<file path="config.mk">
export PLATFORM = sky130hd
export DESIGN_NAME = sfd_div
export DESIGN_NICKNAME = d
export VERILOG_FILES = /design/src/design/sfd_pkg.sv /design/src/design/sfd_div.sv
export SDC_FILE = /design/constraint.sdc
export NUM_CORES = 2
export LEC_CHECK = 0
export BUFFER_PORTS_ARGS = -buffer_cell sky130_fd_sc_hd__clkbuf_2
export CAP_MARGIN = 20
export CORE_ASPECT_RATIO = 1.2
export CORE_MARGIN = 1.5
export CORE_UTILIZATION = 40
export DETAILED_ROUTE_END_ITERATION = 10
export GPL_TIMING_DRIVEN = 0
export PLACE_DENSITY = 0.58
export SYNTH_ARGS = -nofsm -noshare
export SYNTH_HDL_FRONTEND = slang
export SYNTH_SLANG_ARGS = --single-unit
</file>
<file path="constraint.sdc">
create_clock -name clk -period 11 [get_ports clk]
set_input_delay 0 -clock clk [delete_from_list [all_inputs] [get_ports clk]]
set_output_delay 0 -clock clk [all_outputs]
set_load 0.02 [all_outputs]
</file>
<file path="src/design/sfd_pkg.sv">
// ----------------------------------------------------------------------------
// sfd_pkg
// Shared widths, register indexes and types for the SDF fitting
// displacement pipeline.
// ----------------------------------------------------------------------------
package sfd_pkg;

  // Default number of fraction bits of the fixed-point format
  localparam int FRAC_BITS_DEF = 16;

  // Field and product widths
  localparam int DATA_W  = 32;
  localparam int BOUND_W = 31;
  localparam int PROD_W  = 64;
  localparam int IN_W    = 7 * DATA_W;
  localparam int OUT_W   = 3 * DATA_W;
  localparam int POS_W   = 3 * DATA_W;

  // Low slice of the attraction term for the split multiply
  localparam int LO_W = 24;

  // Saturation limits of a result field
  localparam logic [DATA_W-1:0] SAT_MAX = 32'h7FFF_FFFF;
  localparam logic [DATA_W-1:0] SAT_MIN = 32'h8000_0000;

  // Configuration register indexes
  localparam int CFG_IDX_W = 3;
  localparam logic [CFG_IDX_W-1:0] REG_TRANS_X  = 3'd0;
  localparam logic [CFG_IDX_W-1:0] REG_TRANS_Y  = 3'd1;
  localparam logic [CFG_IDX_W-1:0] REG_TRANS_Z  = 3'd2;
  localparam logic [CFG_IDX_W-1:0] REG_TRANS_LEN = 3'd3;
  localparam logic [CFG_IDX_W-1:0] REG_NEAR     = 3'd4;
  localparam logic [CFG_IDX_W-1:0] REG_FAR      = 3'd5;
  localparam logic [CFG_IDX_W-1:0] REG_EXT_BAND = 3'd6;

  // Configuration as seen by the datapath
  typedef struct packed {
    logic signed [DATA_W-1:0] trans_x;
    logic signed [DATA_W-1:0] trans_y;
    logic signed [DATA_W-1:0] trans_z;
    logic [BOUND_W-1:0]       tlen;
    logic [BOUND_W-1:0]       near_edge;
    logic [BOUND_W-1:0]       far_edge;
    logic [BOUND_W-1:0]       band;
  } cfg_t;

  // Weight selection: fixed weight (0 or one) or taken from the quotient
  typedef struct packed {
    logic fixed;
    logic one;
  } wmode_t;

endpackage

</file>
<file path="src/design/sfd_div.sv">
// ----------------------------------------------------------------------------
// sfd_div
// Pipelined restoring divider: one quotient bit per stage, giving
// floor(rem * 2^FRAC_BITS / den) for rem < den, with a side payload.
// ----------------------------------------------------------------------------
module sfd_div #(
  parameter int FRAC_BITS = sfd_pkg::FRAC_BITS_DEF,
  parameter int PAY_W     = 8
) (
  input  logic                          clk,
  input  logic                          rst_n,
  input  logic                          in_vld,
  output logic                          in_rdy,
  input  logic [sfd_pkg::BOUND_W-1:0]   in_rem,
  input  logic [sfd_pkg::BOUND_W-1:0]   in_den,
  input  logic [PAY_W-1:0]              in_pay,
  output logic                          out_vld,
  input  logic                          out_rdy,
  output logic [FRAC_BITS-1:0]          out_quo,
  output logic [PAY_W-1:0]              out_pay
);
  import sfd_pkg::*;

  localparam int NST = FRAC_BITS;

  logic [NST-1:0] vld_r;
  logic [NST-1:0] adv;

  logic [BOUND_W-1:0]   rem_r [NST];
  logic [BOUND_W-1:0]   den_r [NST];
  logic [FRAC_BITS-1:0] quo_r [NST];
  logic [PAY_W-1:0]     pay_r [NST];

  logic [BOUND_W-1:0]   rem_nxt [NST];
  logic [FRAC_BITS-1:0] quo_nxt [NST];

  // Advance a stage when it is empty or its successor advances
  always_comb begin
    adv[NST-1] = ~vld_r[NST-1] | out_rdy;
    for (int k = NST - 2; k >= 0; k--) begin
      adv[k] = ~vld_r[k] | adv[k+1];
    end
  end

  assign in_rdy  = adv[0];
  assign out_vld = vld_r[NST-1];

  always_ff @(posedge clk) begin
    if (!rst_n) begin
      vld_r <= '0;
    end else begin
      if (adv[0]) begin
        vld_r[0] <= in_vld;
      end
      for (int k = 1; k < NST; k++) begin
        if (adv[k]) begin
          vld_r[k] <= vld_r[k-1];
        end
      end
    end
  end

  // Shift the partial remainder, compare and subtract the divisor
  always_comb begin
    logic [BOUND_W-1:0]   src_rem;
    logic [BOUND_W-1:0]   src_den;
    logic [FRAC_BITS-1:0] src_quo;
    logic [BOUND_W:0]     r2;
    logic [BOUND_W:0]     dif;
    logic                 ge;
    for (int k = 0; k < NST; k++) begin
      if (k == 0) begin
        src_rem = in_rem;
        src_den = in_den;
        src_quo = '0;
      end else begin
        src_rem = rem_r[k-1];
        src_den = den_r[k-1];
        src_quo = quo_r[k-1];
      end
      r2  = {src_rem, 1'b0};
      dif = r2 - {1'b0, src_den};
      ge  = r2 >= {1'b0, src_den};
      rem_nxt[k] = ge ? dif[BOUND_W-1:0] : r2[BOUND_W-1:0];
      quo_nxt[k] = {src_quo[FRAC_BITS-2:0], ge};
    end
  end

  always_ff @(posedge clk) begin
    for (int k = 0; k < NST; k++) begin
      if (adv[k]) begin
        rem_r[k] <= rem_nxt[k];
        quo_r[k] <= quo_nxt[k];
        den_r[k] <= (k == 0) ? in_den : den_r[k-1];
        pay_r[k] <= (k == 0) ? in_pay : pay_r[k-1];
      end
    end
  end

  assign out_quo = quo_r[NST-1];
  assign out_pay = pay_r[NST-1];

endmodule

</file>
==> results.json <==
{
  "status": "finished clean",
  "postCtsHoldBufs": 137,
  "synth_nets": 6429,
  "synth_seq_area_share_pct": 54.5,
  "drt-total-wl_mm": 151,
  "synth_top_family_by_area": "compound AO/OA/AOI/OAI gates",
  "finalCritPeriodShare_pct": 48.5,
  "synth_area_um2": 66400,
  "rsz0062_at_grt": "no",
  "hold_path_class": "in2reg",
  "synthArstFlopShare_pct": 0,
  "die_w_um": 375,
  "drt_iter0_drc": 1607,
  "core-area_um2": 165000,
  "grt_use_total_pct": 18.0,
  "cts_tree": "built",
  "antenna_found_initial": 1,
  "finalSetupViolations": 0,
  "vias": 43900,
  "synth_area_leaders": "edfxtp_1, ha_1, inv_1",
  "r2r_cells": 14,
  "fmax_mhz": 187,
  "ant_nets": 0,
  "synthMuxAreaShare_pct": 2.39,
  "power_density_nw_per_um2": 292,
  "synth-adder-area-share_pct": 9.79,
  "yosysTopAreaCell": "edfxtp_1",
  "leakage_nw": 31.9,
  "die_h_um": 449,
  "area_growth_pct": 14.3,
  "synth.avg_cell_area_um2": 11.4,
  "cts_buffers": 136,
  "r2r-end": "rem_r[1][57]",
  "synth_edf_count": 1194,
  "die_area_um2": 168000,
  "min_to": "rem_r[0][30]",
  "yosys_register_bits": 1210,
  "min-delay-start": "in_rem[29]",
  "clkLatencyLatePin_ps": 780,
  "synth_warnings": 0,
  "htreeDepth": 4,
  "syn_inst": 5845,
  "r2r_setup_slack_ps": 5660,
  "drive_gt1_share_pct": 8.48,
  "regArea_um2": 36200,
  "path_max_fanout": 10,
  "critPathKind": "reg2reg",
  "synth_simple_gate_area_share_pct": 8.91,
  "synth-xor-area-share_pct": 4.88,
  "hold_violations": 0,
  "required_ps": 11480,
  "ir_worst_vdd_mv": 0.140,
  "synth-main-ff-cell": "edfxtp_1",
  "grt_pass1_wl_mm": 236,
  "post-dp-hpwl_mm": 121,
  "fillers": 15000,
  "globalplace.congestion": 0.964,
  "ctsLongestPathBuffers": 3,
  "worstMarginPinSlew_ps": 1040,
  "maxCapViolations": 0,
  "portBuffers": 99,
  "worstHoldPathCells": 4,
  "grt_max_degree": 76,
  "skew_ps": 29.4,
  "synth_top_area_share_pct": 54.0,
  "cp-end-kind": "flip-flop",
  "synth_compound_area_share_pct": 15.0,
  "tns_ps": 0,
  "multi_input_area_um2": 27300,
  "timing.critical_path.arrival_ps": 5820,
  "grt_pass1_vias": 46500,
  "pre_cts_slack_ps": 5570,
  "cts.clk_slew.worst_paths_ps": 60,
  "setup_slack_ps": 5660,
  "start_util_pct": 40.3,
  "firstDrtPassIters": 5,
  "viasPerCell": 5.17,
  "start_kind": "flip-flop",
  "drc_errors": 0,
  "cts_root_buffer": "clkbuf_16",
  "cts_setup_buffers": 0,
  "io_pins": 100,
  "cts_resized": 0,
  "overflow": 0,
  "relSlewSlack_pct": 30.2,
  "rows": 163,
  "cts.sinks": 1210,
  "drv_slew": 0,
  "fin_crit_ps": 5340,
  "ys_types": 89,
  "wl_per_cell_um": 17.8,
  "final_nets": 6825,
  "reg2reg_from": "rem_r[1][0]"
}
-- power by group --
part | switching (mW) | internal, mW
Clock | 1.81 | 2.68
Combinational | 5.88 | 4.23
Sequential | 0.612 | 6.97
Total | 8.30 | 13.9
-- worst max path at each step --
stage	startpoint	end	slack (ps)
floorplan	vld_r[15]	den_r[0][0]	6380
finish	rem_r[1][0]	rem_r[1][57]	5660
detailed placement	rem_r[1][0]	rem_r[1][59]	5570
global placement	vld_r[15]	in_rdy	4890
global route	rem_r[1][0]	rem_r[1][56]	5530
CTS	rem_r[1][0]	rem_r[1][59]	5560
-- state kept, by name (all words and copies together) (netlist names) --
register / cells
den_r: 465
rem_r: 465
quo_r: 136
pay_r: 128
vld_r: 16
-- logic make-up (layout without fill, tap and decap cells) --
group	count (synthesis)	count (layout)
compound gates	1588	1588
xor+xnor	370	370
fa+ha+maj	510	510
buf+inv	764	1265
flops	1210	1210
mux	128	128
other cells	0	2
simple gates	1275	1275
-- layer usage --
layer / vias to the layer above / GRT usage (%) / routed length [µm]
li1: 22100 / - / -
met2: 767 / 38.2 / 88100
met5: - / 0 / 0
met3: 456 / 2.54 / 3790
met4: 0 / 13.1 / 11800
met1: 20500 / 14.0 / 47300
-- cells in the mapped netlist (all sizes together) (36+ instances only) --
library cell / number
a21oi: 415
edfxtp: 1194
nor3: 71
nand2b: 66
buf: 45
nand2: 472
xnor2: 204
nand4: 49
o21bai: 60
xor2: 166
a211oi: 66
o21ai: 495
nand3: 79
o21a: 79
nor2b: 67
or3: 36
o31ai: 43
clkbuf: 56
mux2: 121
a31oi: 44
inv: 663
ha: 495
a21o: 184
nor2: 308
-- cells in the final DEF (no fill, tap or decap), types with 80 or more instances in the layout --
cell,Yosys,layout
nor2_1,308,308
xnor2_1,204,204
clkbuf_16,0,141
a21o_1,184,184
a21oi_1,413,413
dlygate4sd3_1,0,137
clkbuf_1,56,85
edfxtp_1,1194,1194
nand2_1,472,465
inv_1,663,654
o21ai_0,481,481
mux2_2,80,80
ha_1,495,495
xor2_1,166,166
clkbuf_2,0,99
-- stage by stage --
step	hold WS [ps]	instances	total power [mW]	utilization, %	area, µm²
final	84.4	8493	22.2	46.1	75800
after floorplan	98.9	5845	14.9	-	66400
after detailed placement	179	8110	17.7	42.5	70000
after global routing	68.5	8491	23.8	46.1	75800
after global placement	181	8089	17.6	42.3	69500
after CTS	8.59	8490	22.4	46.1	75800
-- critical path, stage by stage, from the launching register on --
cell and delay [ps]:
edfxtp_1 370, inv_1 80, fa_1 470, nor2b_1 120, o21ai_0 80, nand2b_1 130, a21oi_1 210, o311ai_1 920
nand2_1 390, a211oi_1 790, nor2_1 240, clkbuf_1 440, clkbuf_1 480, nand2_1 190, o21ai_0 110
-- layout make-up --
class	count	area share [%]
inverter	663	3.31
clock inverter	72	1.01
antenna	2	0.00660
tap	2145	3.54
sequential	1210	47.7
multi-input combinational	3871	36.0
buffer	101	0.650
clock buffer	171	4.81
timing repair buffer	258	3.02
No activity file was read; power rests on OpenSTA's default activity.
